### src/polyphase_interpolating_fir_assert.svh
// Assertion macros used by the polyphase interpolator RTL.
`ifndef POLYPHASE_INTERPOLATING_FIR_ASSERT_SVH
`define POLYPHASE_INTERPOLATING_FIR_ASSERT_SVH

`ifndef SYNTH

// Plain property, checked every clock outside reset.
`define PIF_ASSERT(lbl, clk, rst_n, prop) \
  lbl: assert property (@(posedge clk) disable iff (!rst_n) (prop)) \
    else $error("polyphase fir check failed");

// Same-cycle implication.
`define PIF_ASSERT_IMP(lbl, clk, rst_n, ante, cons) \
  lbl: assert property (@(posedge clk) disable iff (!rst_n) (ante) |-> (cons)) \
    else $error("polyphase fir check failed");

// Next-cycle implication.
`define PIF_ASSERT_NXT(lbl, clk, rst_n, ante, cons) \
  lbl: assert property (@(posedge clk) disable iff (!rst_n) (ante) |=> (cons)) \
    else $error("polyphase fir check failed");

`else

`define PIF_ASSERT(lbl, clk, rst_n, prop)
`define PIF_ASSERT_IMP(lbl, clk, rst_n, ante, cons)
`define PIF_ASSERT_NXT(lbl, clk, rst_n, ante, cons)

`endif

`endif

### src/pif_pkg.sv
// Shared types and constants of the polyphase interpolating FIR.
package pif_pkg;

  localparam int unsigned DEF_MAX_TAPS   = 64;
  localparam int unsigned DEF_MAX_INTERP = 8;
  localparam int unsigned DEF_SAMPLE_W   = 16;

  // Q1.15 coefficients
  localparam int unsigned COEF_W    = 16;
  localparam int unsigned COEF_FRAC = 15;

  localparam int unsigned CFG_ADDR_W = 1;

  typedef enum logic {
    REQ_SAMPLE = 1'b0,
    REQ_TAP    = 1'b1
  } req_e;

  typedef enum logic [CFG_ADDR_W-1:0] {
    REG_INTERP    = 1'b0,
    REG_TAP_COUNT = 1'b1
  } cfg_reg_e;

  typedef enum logic [2:0] {
    S_CLEAR,
    S_IDLE,
    S_RUN,
    S_WAIT,
    S_EMIT
  } state_e;

  // Controller to datapath commands
  typedef struct packed {
    logic clear_en;  // write zero to both stores at cmd_addr
    logic smp_we;    // push the input sample into the delay line
    logic tap_we;    // write the input coefficient
    logic issue;     // read one tap/sample pair into the MAC pipe
    logic acc_clr;   // clear the accumulator
    logic emit;      // load the rounded sum into the output register
    logic last;      // emitted word is the last phase of the run
  } cmd_t;

  // Width of the config write data: wide enough for either register
  function automatic int unsigned cfg_width(input int unsigned max_taps,
                                            input int unsigned max_interp);
    int unsigned wt;
    int unsigned wi;
    wt = $clog2(max_taps + 1);
    wi = $clog2(max_interp + 1);
    return (wt > wi) ? wt : wi;
  endfunction

endpackage

### src/pif_ram.sv
// Generic single-write, single-read RAM with registered read data.
module pif_ram #(
  parameter int unsigned WIDTH = 16,
  parameter int unsigned DEPTH = 64,
  localparam int unsigned AW = $clog2(DEPTH)
) (
  input  logic             clk_i,
  input  logic             we_i,
  input  logic [AW-1:0]    waddr_i,
  input  logic [WIDTH-1:0] wdata_i,
  input  logic [AW-1:0]    raddr_i,
  output logic [WIDTH-1:0] rdata_o
);

  logic [WIDTH-1:0] mem_q [DEPTH];
  logic [WIDTH-1:0] rdata_q;

  always_ff @(posedge clk_i) begin
    if (we_i) begin
      mem_q[waddr_i] <= wdata_i;
    end
    rdata_q <= mem_q[raddr_i];
  end

  assign rdata_o = rdata_q;

endmodule

### src/pif_ctrl.sv
// Sequencer: config registers, clearing pass and per-phase tap walk.
`include "polyphase_interpolating_fir_assert.svh"

module pif_ctrl #(
  parameter int unsigned MAX_TAPS   = pif_pkg::DEF_MAX_TAPS,
  parameter int unsigned MAX_INTERP = pif_pkg::DEF_MAX_INTERP,
  localparam int unsigned TIW   = $clog2(MAX_TAPS),
  localparam int unsigned PH_W  = $clog2(MAX_INTERP),
  localparam int unsigned CFG_W = pif_pkg::cfg_width(MAX_TAPS, MAX_INTERP)
) (
  input  logic                        clk_i,
  input  logic                        rst_ni,
  // input word handshake
  input  logic                        in_valid_i,
  input  pif_pkg::req_e               in_kind_i,
  output logic                        in_ready_o,
  // config writes
  input  logic                        cfg_valid_i,
  output logic                        cfg_ready_o,
  input  logic [pif_pkg::CFG_ADDR_W-1:0] cfg_addr_i,
  input  logic [CFG_W-1:0]            cfg_wdata_i,
  // datapath
  input  logic                        out_free_i,
  output pif_pkg::cmd_t               cmd_o,
  output logic [TIW-1:0]              cmd_addr_o,
  output logic [TIW-1:0]              cmd_koff_o,
  output logic [PH_W-1:0]             cmd_phase_o
);

  import pif_pkg::*;

  localparam int unsigned INTERP_W = $clog2(MAX_INTERP + 1);
  localparam int unsigned TCNT_W   = $clog2(MAX_TAPS + 1);
  localparam int unsigned T_W      = $clog2(MAX_TAPS + MAX_INTERP + 1);

  state_e              state_q, state_d;
  logic [INTERP_W-1:0] interp_q;
  logic [TCNT_W-1:0]   tcnt_q;
  logic [INTERP_W-1:0] l_eff;
  logic [TCNT_W-1:0]   nt_eff;
  logic [T_W-1:0]      t_q, t_d;
  logic [TIW-1:0]      k_q, k_d;
  logic [PH_W-1:0]     p_q, p_d;
  logic [TIW-1:0]      clr_q, clr_d;
  logic                in_acc;
  logic                term_left;
  logic                last_ph;
  logic                clr_done;

  // Config registers; writes land any time
  assign cfg_ready_o = 1'b1;

  always_ff @(posedge clk_i or negedge rst_ni) begin
    if (!rst_ni) begin
      interp_q <= INTERP_W'(1);
      tcnt_q   <= TCNT_W'(1);
    end else if (cfg_valid_i) begin
      case (cfg_reg_e'(cfg_addr_i))
        REG_INTERP:    interp_q <= cfg_wdata_i[INTERP_W-1:0];
        REG_TAP_COUNT: tcnt_q   <= cfg_wdata_i[TCNT_W-1:0];
        default: ;
      endcase
    end
  end

  // Clamp factor to 1..MAX_INTERP and tap count to MAX_TAPS
  assign l_eff  = (interp_q == '0) ? INTERP_W'(1) :
                  (interp_q > INTERP_W'(MAX_INTERP)) ? INTERP_W'(MAX_INTERP) : interp_q;
  assign nt_eff = (tcnt_q > TCNT_W'(MAX_TAPS)) ? TCNT_W'(MAX_TAPS) : tcnt_q;

  assign in_acc    = in_ready_o && in_valid_i;
  assign term_left = t_q < T_W'(nt_eff);
  assign last_ph   = p_q == PH_W'(l_eff - INTERP_W'(1));
  assign clr_done  = clr_q == TIW'(MAX_TAPS - 1);

  // Next state
  always_comb begin
    state_d = state_q;
    case (state_q)
      S_CLEAR: if (clr_done) state_d = S_IDLE;
      S_IDLE:  if (in_acc && in_kind_i == REQ_SAMPLE) state_d = S_RUN;
      S_RUN:   if (!term_left) state_d = S_WAIT;
      S_WAIT:  state_d = S_EMIT;
      S_EMIT: begin
        if (out_free_i) state_d = last_ph ? S_IDLE : S_RUN;
      end
      default: state_d = S_CLEAR;
    endcase
  end

  // Outputs to handshake and datapath
  always_comb begin
    in_ready_o   = 1'b0;
    cmd_o        = '0;
    cmd_addr_o   = t_q[TIW-1:0];
    cmd_koff_o   = k_q;
    cmd_phase_o  = p_q;
    case (state_q)
      S_CLEAR: begin
        cmd_o.clear_en = 1'b1;
        cmd_addr_o     = clr_q;
      end
      S_IDLE: begin
        in_ready_o     = 1'b1;
        cmd_o.smp_we   = in_valid_i && in_kind_i == REQ_SAMPLE;
        cmd_o.tap_we   = in_valid_i && in_kind_i == REQ_TAP;
        cmd_o.acc_clr  = in_valid_i && in_kind_i == REQ_SAMPLE;
      end
      S_RUN:  cmd_o.issue = term_left;
      S_WAIT: ;
      S_EMIT: begin
        cmd_o.emit    = out_free_i;
        cmd_o.acc_clr = out_free_i;
        cmd_o.last    = last_ph;
      end
      default: ;
    endcase
  end

  // Tap, delay and phase counters
  always_comb begin
    t_d   = t_q;
    k_d   = k_q;
    p_d   = p_q;
    clr_d = clr_q;
    case (state_q)
      S_CLEAR: clr_d = clr_q + TIW'(1);
      S_IDLE: begin
        t_d = '0;
        k_d = '0;
        p_d = '0;
      end
      S_RUN: begin
        if (term_left) begin
          t_d = t_q + T_W'(l_eff);
          k_d = k_q + TIW'(1);
        end
      end
      S_WAIT: ;
      S_EMIT: begin
        if (out_free_i && !last_ph) begin
          p_d = p_q + PH_W'(1);
          t_d = T_W'(p_q) + T_W'(1);
          k_d = '0;
        end
      end
      default: ;
    endcase
  end

  always_ff @(posedge clk_i or negedge rst_ni) begin
    if (!rst_ni) begin
      state_q <= S_CLEAR;
      t_q     <= '0;
      k_q     <= '0;
      p_q     <= '0;
      clr_q   <= '0;
    end else begin
      state_q <= state_d;
      t_q     <= t_d;
      k_q     <= k_d;
      p_q     <= p_d;
      clr_q   <= clr_d;
    end
  end

  // A result is never loaded over an untaken word
  `PIF_ASSERT_IMP(a_emit_free, clk_i, rst_ni, cmd_o.emit, out_free_i)
  // The last phase ends the run
  `PIF_ASSERT_NXT(a_last_idle, clk_i, rst_ni, cmd_o.emit && cmd_o.last, state_q == S_IDLE)
  // Phase stays below the factor while a run is active
  `PIF_ASSERT(a_phase_range, clk_i, rst_ni, (state_q == S_IDLE) || (state_q == S_CLEAR) || (INTERP_W'(p_q) < l_eff))

endmodule

### src/pif_dp.sv
// Datapath: tap and delay stores, MAC pipeline, rounding and output register.
module pif_dp #(
  parameter int unsigned MAX_TAPS     = pif_pkg::DEF_MAX_TAPS,
  parameter int unsigned MAX_INTERP   = pif_pkg::DEF_MAX_INTERP,
  parameter int unsigned SAMPLE_WIDTH = pif_pkg::DEF_SAMPLE_W,
  localparam int unsigned TIW  = $clog2(MAX_TAPS),
  localparam int unsigned PH_W = $clog2(MAX_INTERP)
) (
  input  logic                       clk_i,
  input  logic                       rst_ni,
  input  pif_pkg::cmd_t              cmd_i,
  input  logic [TIW-1:0]             cmd_addr_i,
  input  logic [TIW-1:0]             cmd_koff_i,
  input  logic [PH_W-1:0]            cmd_phase_i,
  input  logic [SAMPLE_WIDTH-1:0]    sample_i,
  input  logic [TIW-1:0]             tap_idx_i,
  input  logic [pif_pkg::COEF_W-1:0] tap_val_i,
  output logic                       out_free_o,
  output logic                       out_valid_o,
  input  logic                       out_ready_i,
  output logic [SAMPLE_WIDTH-1:0]    out_sample_o,
  output logic [PH_W-1:0]            out_phase_o,
  output logic                       out_last_o
);

  import pif_pkg::*;

  localparam int unsigned PROD_W = SAMPLE_WIDTH + COEF_W;
  localparam int unsigned ACC_W  = PROD_W + $clog2(MAX_TAPS);
  localparam logic signed [ACC_W:0] RND_HALF = (ACC_W+1)'(1 << (COEF_FRAC - 1));
  localparam logic signed [ACC_W:0] SAT_HI   = (ACC_W+1)'((1 << (SAMPLE_WIDTH - 1)) - 1);
  localparam logic signed [ACC_W:0] SAT_LO   = -SAT_HI - (ACC_W+1)'(1);

  logic [TIW-1:0]             wp_q, wp_next;
  logic [TIW:0]               slot_diff;
  logic [TIW-1:0]             slot;
  logic                       tap_ok;
  logic                       dl_we, tp_we;
  logic [TIW-1:0]             dl_waddr, tp_waddr;
  logic [SAMPLE_WIDTH-1:0]    dl_wdata, dl_rdata;
  logic [COEF_W-1:0]          tp_wdata, tp_rdata;
  logic                       iss1_q, iss2_q;
  logic signed [PROD_W-1:0]   prod_q;
  logic signed [ACC_W-1:0]    acc_q;
  logic signed [ACC_W:0]      rnd;
  logic signed [ACC_W:0]      scaled;
  logic [SAMPLE_WIDTH-1:0]    sat;
  logic                       out_valid_q;
  logic [SAMPLE_WIDTH-1:0]    out_sample_q;
  logic [PH_W-1:0]            out_phase_q;
  logic                       out_last_q;

  // Write pointer marks the slot of the newest sample
  assign wp_next = (wp_q == TIW'(MAX_TAPS - 1)) ? '0 : wp_q + TIW'(1);

  always_ff @(posedge clk_i or negedge rst_ni) begin
    if (!rst_ni) begin
      wp_q <= '0;
    end else if (cmd_i.smp_we) begin
      wp_q <= wp_next;
    end
  end

  // Slot of x[n-k], wrapping around the circular line
  assign slot_diff = {1'b0, wp_q} - {1'b0, cmd_koff_i};
  assign slot      = slot_diff[TIW] ? TIW'(slot_diff + (TIW+1)'(MAX_TAPS))
                                    : slot_diff[TIW-1:0];

  // Store write ports: clearing pass or item writes
  assign tap_ok   = (TIW+1)'(tap_idx_i) < (TIW+1)'(MAX_TAPS);
  assign dl_we    = cmd_i.clear_en || cmd_i.smp_we;
  assign dl_waddr = cmd_i.clear_en ? cmd_addr_i : wp_next;
  assign dl_wdata = cmd_i.clear_en ? '0 : sample_i;
  assign tp_we    = cmd_i.clear_en || (cmd_i.tap_we && tap_ok);
  assign tp_waddr = cmd_i.clear_en ? cmd_addr_i : tap_idx_i;
  assign tp_wdata = cmd_i.clear_en ? '0 : tap_val_i;

  pif_ram #(
    .WIDTH(SAMPLE_WIDTH),
    .DEPTH(MAX_TAPS)
  ) u_delay_ram (
    .clk_i  (clk_i),
    .we_i   (dl_we),
    .waddr_i(dl_waddr),
    .wdata_i(dl_wdata),
    .raddr_i(slot),
    .rdata_o(dl_rdata)
  );

  pif_ram #(
    .WIDTH(COEF_W),
    .DEPTH(MAX_TAPS)
  ) u_tap_ram (
    .clk_i  (clk_i),
    .we_i   (tp_we),
    .waddr_i(tp_waddr),
    .wdata_i(tp_wdata),
    .raddr_i(cmd_addr_i),
    .rdata_o(tp_rdata)
  );

  // MAC pipe: read, multiply, accumulate
  always_ff @(posedge clk_i or negedge rst_ni) begin
    if (!rst_ni) begin
      iss1_q <= 1'b0;
      iss2_q <= 1'b0;
    end else begin
      iss1_q <= cmd_i.issue;
      iss2_q <= iss1_q;
    end
  end

  always_ff @(posedge clk_i) begin
    if (iss1_q) begin
      prod_q <= PROD_W'($signed(tp_rdata)) * PROD_W'($signed(dl_rdata));
    end
    if (cmd_i.acc_clr) begin
      acc_q <= '0;
    end else if (iss2_q) begin
      acc_q <= acc_q + ACC_W'(prod_q);
    end
  end

  // Round half up, drop fraction bits, saturate
  assign rnd    = (ACC_W+1)'(acc_q) + RND_HALF;
  assign scaled = rnd >>> COEF_FRAC;
  assign sat    = (scaled > SAT_HI) ? SAT_HI[SAMPLE_WIDTH-1:0] :
                  (scaled < SAT_LO) ? SAT_LO[SAMPLE_WIDTH-1:0] :
                  scaled[SAMPLE_WIDTH-1:0];

  // Output register
  assign out_free_o = !out_valid_q || out_ready_i;

  always_ff @(posedge clk_i or negedge rst_ni) begin
    if (!rst_ni) begin
      out_valid_q <= 1'b0;
    end else if (cmd_i.emit) begin
      out_valid_q <= 1'b1;
    end else if (out_ready_i) begin
      out_valid_q <= 1'b0;
    end
  end

  always_ff @(posedge clk_i) begin
    if (cmd_i.emit) begin
      out_sample_q <= sat;
      out_phase_q  <= cmd_phase_i;
      out_last_q   <= cmd_i.last;
    end
  end

  assign out_valid_o  = out_valid_q;
  assign out_sample_o = out_sample_q;
  assign out_phase_o  = out_phase_q;
  assign out_last_o   = out_last_q;

endmodule

### src/polyphase_interpolating_fir.sv
// A sample word gives L results; phase p sums the taps whose index is p plus a multiple of L,
// below tap_count, and all phases run on one shared multiply-accumulate.
// A tap-write word gives no result.
// Results wait in an output register, so the next word is taken once the run ends.
// Reset (rst_ni low, asynchronous): config returns to L = 1, tap_count = 1, pointer 0,
// then a clearing pass zeroes every entry of both stores; no word is taken meanwhile.
module polyphase_interpolating_fir #(
  parameter int unsigned MAX_TAPS     = pif_pkg::DEF_MAX_TAPS,
  parameter int unsigned MAX_INTERP   = pif_pkg::DEF_MAX_INTERP,
  parameter int unsigned SAMPLE_WIDTH = pif_pkg::DEF_SAMPLE_W,
  localparam int unsigned TIW   = $clog2(MAX_TAPS),
  localparam int unsigned PH_W  = $clog2(MAX_INTERP),
  localparam int unsigned IN_W  = ((SAMPLE_WIDTH + TIW + pif_pkg::COEF_W + 7) / 8) * 8,
  localparam int unsigned OUT_W = ((SAMPLE_WIDTH + 7) / 8) * 8,
  localparam int unsigned CFG_W = pif_pkg::cfg_width(MAX_TAPS, MAX_INTERP)
) (
  input  logic                           clk_i,
  input  logic                           rst_ni,
  // input stream
  input  logic                           s_axis_tvalid,
  output logic                           s_axis_tready,
  input  logic [IN_W-1:0]                s_axis_tdata,  // sample_in, tap_index, tap_value
  input  logic                           s_axis_tuser,  // req_type
  // output stream
  output logic                           m_axis_tvalid,
  input  logic                           m_axis_tready,
  output logic [OUT_W-1:0]               m_axis_tdata,  // sample_out
  output logic [PH_W-1:0]                m_axis_tuser,  // phase
  output logic                           m_axis_tlast,  // last_of_run
  // config writes
  input  logic                           cfg_valid_i,
  output logic                           cfg_ready_o,
  input  logic [pif_pkg::CFG_ADDR_W-1:0] cfg_addr_i,
  input  logic [CFG_W-1:0]               cfg_wdata_i
);

  import pif_pkg::*;

  cmd_t                    cmd;
  logic [TIW-1:0]          cmd_addr;
  logic [TIW-1:0]          cmd_koff;
  logic [PH_W-1:0]         cmd_phase;
  logic                    out_free;
  logic [SAMPLE_WIDTH-1:0] out_sample;

  pif_ctrl #(
    .MAX_TAPS  (MAX_TAPS),
    .MAX_INTERP(MAX_INTERP)
  ) u_ctrl (
    .clk_i      (clk_i),
    .rst_ni     (rst_ni),
    .in_valid_i (s_axis_tvalid),
    .in_kind_i  (req_e'(s_axis_tuser)),
    .in_ready_o (s_axis_tready),
    .cfg_valid_i(cfg_valid_i),
    .cfg_ready_o(cfg_ready_o),
    .cfg_addr_i (cfg_addr_i),
    .cfg_wdata_i(cfg_wdata_i),
    .out_free_i (out_free),
    .cmd_o      (cmd),
    .cmd_addr_o (cmd_addr),
    .cmd_koff_o (cmd_koff),
    .cmd_phase_o(cmd_phase)
  );

  pif_dp #(
    .MAX_TAPS    (MAX_TAPS),
    .MAX_INTERP  (MAX_INTERP),
    .SAMPLE_WIDTH(SAMPLE_WIDTH)
  ) u_dp (
    .clk_i       (clk_i),
    .rst_ni      (rst_ni),
    .cmd_i       (cmd),
    .cmd_addr_i  (cmd_addr),
    .cmd_koff_i  (cmd_koff),
    .cmd_phase_i (cmd_phase),
    .sample_i    (s_axis_tdata[SAMPLE_WIDTH-1:0]),
    .tap_idx_i   (s_axis_tdata[SAMPLE_WIDTH+TIW-1:SAMPLE_WIDTH]),
    .tap_val_i   (s_axis_tdata[SAMPLE_WIDTH+TIW+COEF_W-1:SAMPLE_WIDTH+TIW]),
    .out_free_o  (out_free),
    .out_valid_o (m_axis_tvalid),
    .out_ready_i (m_axis_tready),
    .out_sample_o(out_sample),
    .out_phase_o (m_axis_tuser),
    .out_last_o  (m_axis_tlast)
  );

  // zero fill up to whole bytes
  assign m_axis_tdata = OUT_W'(out_sample);

endmodule
### config.mk
export PLATFORM = sky130hd
export DESIGN_NAME = polyphase_interpolating_fir
export DESIGN_NICKNAME = d
export VERILOG_FILES = /design/src/pif_pkg.sv /design/src/pif_ram.sv /design/src/pif_ctrl.sv /design/src/pif_dp.sv /design/src/polyphase_interpolating_fir.sv
export VERILOG_INCLUDE_DIRS = /design/src /design/src/src
export SDC_FILE = /design/constraint.sdc
export NUM_CORES = 2
export LEC_CHECK = 0
export BUFFER_PORTS_ARGS = -buffer_cell sky130_fd_sc_hd__buf_2
export CORE_ASPECT_RATIO = 1.1
export CORE_MARGIN = 8
export CORE_UTILIZATION = 50
export CTS_CLUSTER_DIAMETER = 150
export DETAILED_ROUTE_END_ITERATION = 8
export PLACE_DENSITY = 0.67
export SLEW_MARGIN = 20
export SYNTH_ARGS = -nofsm -noshare
export SYNTH_HDL_FRONTEND = slang
export SYNTH_HIERARCHICAL = 1
export SYNTH_SLANG_ARGS = --single-unit
### constraint.sdc
create_clock -name clk_i -period 6 [get_ports clk_i]
set_input_delay 0.6 -clock clk_i [delete_from_list [all_inputs] [get_ports clk_i]]
set_output_delay 0.6 -clock clk_i [all_outputs]
set_load 0.01 [all_outputs]
* Word-level counts from Yosys, hierarchy flattened
Memory sizes are Yosys's and may differ from the RTL's. A register that Yosys moved wholly into a read port is not among the register bits.
Index checks and enable logic that the tools add are counted.
** Word-level totals
- Flip-flop bits (word level) :: 135
- RAM bits :: 2048
- Input bits :: 54
- Logic and storage cells :: 107
- Memories kept :: 2
** Operators by class
- $add $sub $neg :: 11
- $mul :: 1
- Magnitude comparators :: 5
- Equal/unequal tests :: 13
- Mux-type cells :: 37
- Bitwise operators :: 2
- Reductions and logical operators :: 20
** Memory list
- u_dp.u_delay_ram.mem_q :: depth 64, bits a word 16, read ports 1, clocked after memory_dff 1, wr ports 1, RTL line pif_ram.sv:15 : logic [WIDTH-1:0] mem_q [DEPTH];
- u_dp.u_tap_ram.mem_q :: depth 64, bits a word 16, read ports 1, clocked after memory_dff 1, wr ports 1, RTL line pif_ram.sv:15
** Operators with widths (number)
- $mux 16 :: 3
- $mux 6 :: 7
- $add 38x16->39 const B :: 1
- $add 38x32->38 :: 1
- $mul 16x16->32 :: 1
- $add 6x1->6 const B :: 4
- $gt 24x16->1 const B :: 1
- $lt 24x16->1 const B :: 1
- $mux 7 :: 3
- $pmux 7 s3 :: 1
- $pmux 6 s3 :: 1
- $mux 3 :: 5
- $pmux 3 s5 :: 1
- $eq 6x6->1 const B :: 2
- $ne 2x1->1 const B :: 5
- $mux 1 :: 9
- $mux 4 :: 2
- $add 7x4->7 :: 1
- $gt 7x7->1 const B :: 1
- $lt 7x7->1 :: 1
- $sub 6x6->7 :: 1
- $eq 3x2->1 const B :: 2
- $mux 2 :: 3
- $pmux 3 s2 :: 1
- other kinds (20) :: 31

* Longest topological paths before layout
- Word-level depth :: 9
- Mapped depth :: 25
- Mapped depth without buffers :: 23

* By module
Netlist, hierarchy kept.
** By module, submodules not included
- pif_ram :: instances 2, cells an instance 1829, area each 40042.2 um^2
- pif_dp :: instances 1, cells an instance 1792, area each 16440.8 um^2
- pif_ctrl :: instances 1, cells an instance 218, area each 2268.4 um^2

* Least setup slack after synthesis
OpenSTA, ideal clock, no wires.
- Path kind :: reg2reg
- Start :: reg u_dp.u_delay_ram.rdata_q[15] (netlist: u_dp/u_delay_ram/rdata_o[15]) (read register of u_dp.u_delay_ram.mem_q)
- End :: reg u_dp.prod_q[30], data pin
- Setup time :: 0.262 ns
- Arrival :: 5.920 ns
- Required time :: 5.738 ns
- Slack :: -0.181 ns
- Cell stages (with the launch flop) :: 22
- Buffers on the path :: 1
- Cell sequence :: dfxtp_1 -> inv_1 -> clkbuf_1 -> nor2_1 -> fa_1 -> fa_1 -> fa_1 -> fa_1 -> fa_1 -> inv_1 -> fa_1 -> inv_1 -> ha_1 -> a21o_1 -> a211o_1 -> a22o_1 -> a41o_1 -> a21oi_1 -> a21oi_1 -> a21oi_1 -> o21ai_1 -> xor2_1
** On the way
- Word-level cells in the longest chain between the ends :: 1
** Ends and longest elaborated chain
- start, declared :: RTL line pif_ram.sv:16 : logic [WIDTH-1:0] rdata_q;
- $mul 16x16->32 :: RTL line pif_dp.sv:115 : prod_q <= PROD_W'($signed(tp_rdata)) * PROD_W'($signed(dl_rdata));
- end signal, assigned :: RTL line pif_dp.sv:115
- end, declared :: RTL line pif_dp.sv:43 : logic signed [PROD_W-1:0] prod_q;
Every way passes these cells.
A chain may end at the register's enable or synchronous reset.

* Worst setup path after layout
- Start :: reg u_dp.u_tap_ram.rdata_q[7] (netlist: u_dp/u_tap_ram/rdata_o[7]) (read register of u_dp.u_tap_ram.mem_q)
- End :: reg u_dp.prod_q[27], data pin
** On the way
- Word-level cells in the longest chain between the ends :: 1
** Ends and longest elaborated chain (RTL line)
- start, declared :: pif_ram.sv:16
- $mul 16x16->32 :: pif_dp.sv:115
Every way passes these cells.

==> results list <==
* Run status: finished with violations
- Failing checks: setup timing
* Min Tclk post-route: 6052 ps
- Share of synthesized area occupied by flip-flops and latches: 0.6639
- Compared with the post-synthesis result, the final layout area differs by 12.60%.
- Final std cell area, no fill: ~0.11 mm^2
- Hold Crit Class: input port to flop
* Buffer cell driving the clock tree root: clkbuf_16
* Post-Synthesis Cell Area: between 0.09 and 0.1 mm^2
* Logic depth of the worst register-to-register path: 22
- Post-placement setup slack: -324.4 ps
* Number of placement rows: 171
- The number of global-route vias before repair is 53320.
- In this run the critical register-to-register path is captured at u_dp/prod_q[27].
- Post-Place Cell Area: 0.1038 mm^2
- The worst hold path passes through 4 cells.
- CTS tree: built
- The die is between 400 and 500 um wide.
- Global-route wire length before repair: 340600 um
- FF-to-FF setup slack: -50 ps
- Synthesis produced 5668 cells.
* Clock input transition at the sequential cells of the worst setup and hold paths: 60 ps
* Largest buffer count on any clock path: 3
* Number of port buffers: 73
- The final layout contains 6509 nets.
* Remaining max-slew budget at the tightest pin: 0.3169
- Die outline area: ~0.21 mm^2
- Worst-margin pin slew: 1020 ps
- RePlAce Congestion: 0.8465
- Fraction of final layout cells sized beyond drive strength 1: 0.2370
* Detailed Place HPWL: 144000 um
- Pin placement for this block handled 77 I/O pins.
* Clock H-tree levels: 4
* Die extent in y: 482.2 um
* Post-synth EDFFs: 2100
* Mean cell area of the mapped netlist: between 15 and 20 um^2
- Syn Nets: 6127
- Total congestion overflow after global routing: 0
* Initial antenna violation count: 10
- STA puts the critical path data required time at ~6600 ps.
* Crit Path Category: flop to flop
- Of the available clock period, the critical path in the final layout requires 1.009.
- Total number of vias: between 50000 and 60000
- Largest fanout on the critical path: 5
- After detailed routing, the number of remaining DRC violations is 0.
- Num CTS Buffers: 212
* Iteration-0 DRC Markers: 4746
- Dividing the detail-routed wire length by the instance count gives 25.79 um.
- Launch point of the worst reg-to-reg path: u_dp/u_tap_ram/rdata_o[7]
- Max Clock Skew: 50.48 ps
* Core ar.: between 0.15 and 0.2 mm^2
- Setup violations remaining at the end of the flow were counted as 1.
* Register bit total from synthesis: 2215
- Timing would allow up to 165.2 MHz.
* Antenna Violating Nets Remaining: 0
- The number of hold-slack violations in the final timing report came to 0.
- Overall track demand over capacity in global routing: 0.2131
- Data on the critical path arrives at its endpoint at between 6000 and 7000 ps.
* Average vias per placed instance: 5.886
* Pin count of the biggest net entering global routing: 97
* Number of maximum-capacitance constraint violations: 0
- The first detailed-routing pass ran for 7 iterations.
- In the synthesized netlist the dominant register cell turns out to be edfxtp_1.
- The worst setup path is captured at a flop.
- Total negative setup slack: -52.44 ps
* Worst Min Path Start: s_axis_tvalid
* Pins over their slew limit: 0
- Worst Hold End: u_ctrl/state_q[0]
- Number of unique standard cell types used by synthesis: 106
- The later pin in the worst-skew pair is clocked with a latency of 850 ps.
* Share of flip-flops with an asynchronous set or reset: 0.02032
- For this run, the share of the core covered by cells in the final layout is 0.5651.
* Setup repair after global routing missed its margin: yes
* Synthesis warning total: 6
- Setup slack on the critical path of the routed design comes to -52.44 ps.
- Initial core utilization: 0.5019
- The clock net in this run drives a total of 2215 sinks.
- Kind of start point of the critical path: flop
- Wire length reported by the detailed router: 227800 um
==> cells in the mapped netlist (all sizes together) (75+ instances only) <==
master  instances  area share
a21oi         102      0.0052
fa            265       0.054
and2          133      0.0084
o21ai          88      0.0050
ha            140       0.018
inv           365       0.014
edfxtp       2100        0.64
nand3          75      0.0039
nor2          249      0.0098
a22oi          79      0.0061
nor2b         105      0.0066
buf           173       0.014
mux2           77      0.0088
mux2i         194       0.020
mux4          448        0.10
clkbuf        106      0.0042
nand2         306       0.012
==> per-stage QoR <==
step                      hold slack [ps]  instances
after floorplan                     304.4       5668
after global placement              477.2       8405
after detailed placement            494.1       8405
after CTS                           26.36       8816
after global routing                90.62       8828
final                               109.0       8832
==> layer usage <==
metal  wire length [um]  part of all wire  global-route usage
met5                 31           0.00014                   0
met4               6916             0.030             0.06506
met3              14260             0.063             0.03038
met2             114800              0.50              0.3617
met1              91780              0.40              0.2885
==> cell usage in the layout (no fill, tap or decap), types with 17 or more instances in the layout <==
cell type / netlist / routed
mux4_2: 440 / 440
mux2i_1: 194 / 194
ha_1: 140 / 130
a21o_1: 21 / 21
nand3_1: 74 / 74
clkbuf_1: 100 / 47
dfrtp_1: 43 / 41
buf_4: 28 / 335
clkinv_1: 0 / 54
and2_1: 133 / 126
clkinv_2: 0 / 41
clkbuf_16: 0 / 217
inv_1: 365 / 338
nand2_1: 303 / 296
mux2_2: 68 / 69
a22oi_1: 78 / 78
nor2_1: 242 / 237
nor2b_1: 105 / 67
xor2_1: 35 / 34
a211o_1: 23 / 23
xnor2_1: 67 / 65
a211oi_1: 29 / 28
dfxtp_1: 70 / 50
buf_2: 80 / 72
a21oi_1: 102 / 87
a221oi_1: 32 / 32
a311oi_1: 17 / 17
nand2b_1: 27 / 27
inv_2: 0 / 25
fa_1: 265 / 250
a31oi_1: 31 / 31
nand4_1: 33 / 33
nor2b_4: 0 / 32
o21ai_0: 63 / 56
edfxtp_1: 2100 / 2100
==> how the worst max path moves through the flow <==
| stage | start | end | slack [ps] | cells past startpoint |
|---|---|---|---|---|
| 6_report | u_dp/u_tap_ram/rdata_o[7] | u_dp/prod_q[27] | -50 | 22 |
| 5_1_grt | u_dp/u_tap_ram/rdata_o[7] | u_dp/prod_q[27] | -210 | 22 |
| 4_1_cts | u_dp/u_delay_ram/rdata_o[12] | u_dp/prod_q[30] | 10 | 20 |
| 3_5_place_dp | u_dp/u_delay_ram/rdata_o[6] | u_dp/prod_q[30] | -320 | 21 |
| 3_3_place_gp | u_dp/u_delay_ram/rdata_o[6] | u_dp/prod_q[30] | -240 | 21 |
| 2_1_floorplan | u_dp/u_delay_ram/rdata_o[15] | u_dp/prod_q[30] | -3 | 21 |
==> cell type report <==
class                      instances  area [um^2]
fill                           14810        85600
antenna                            5        12.51
clock buffer                     264         5595
sequential                      2215        65660
timing repair buffer             447         3463
inverter                         365         1383
tap                             2595         3247
clock inverter                   132         1181
multi-input combinational       2809        30700
==> critical path, cell delays in order, from the launching register on <==
cell,delay [ps]
dfxtp_4,380
buf_12,130
nand2_4,40
fa_1,500
inv_2,40
fa_1,490
inv_1,50
fa_1,490
inv_2,40
fa_1,520
fa_1,520
inv_2,40
fa_1,540
inv_2,50
ha_4,210
a211o_1,320
or3_4,380
o32a_1,160
nand3b_1,180
a21oi_2,100
or3_4,390
a21oi_2,160
xnor2_1,80
==> cells by family after synthesis <==
kind of cell / count (synthesis) / synth area share
flip-flops: 2215 / 0.6639
AND/OR/NAND/NOR: 1033 / 0.05250
multiplexers: 719 / 0.1309
buffers and inverters: 644 / 0.03213
AO/OA/AOI/OAI: 549 / 0.04005
adder cells (fa/ha/maj): 405 / 0.07143
XOR/XNOR: 102 / 0.009043
other: 1 / 0.00003796
==> registers in the layout (all words and copies together) (netlist names) <==
name and count:
u_dp/out_phase_o 3, u_ctrl/cmd_koff_o 6, u_ctrl/tcnt_q 7, u_ctrl/t_q 7, u_ctrl/clr_q 6, u_dp/acc_q 38
u_ctrl/cmd_phase_o 3, u_dp/iss2_q 1, u_dp/out_sample_o 16, u_dp/u_delay_ram/rdata_o 16, u_dp/out_last_o 1, u_dp/u_tap_ram/rdata_o 16
u_dp/iss1_q 1, u_dp/wp_q 6, u_dp/u_delay_ram/mem_q 1024, u_ctrl/interp_q 4, u_ctrl/state_q 3, u_dp/prod_q 32
u_dp/out_valid_o 1, u_dp/u_tap_ram/mem_q 1024
==> repair_timing <==
item	CTS	global route
hold endpoints to repair	54	0
cloned	0	1
hold buffers	8	0
setup endpoints to repair	7	13
setup buffers	8	10
pin swaps	29	59
resized for setup	56	95
Power is not shown: default switching activity piles up to over one toggle a cycle in this logic, so the estimate is an artifact.
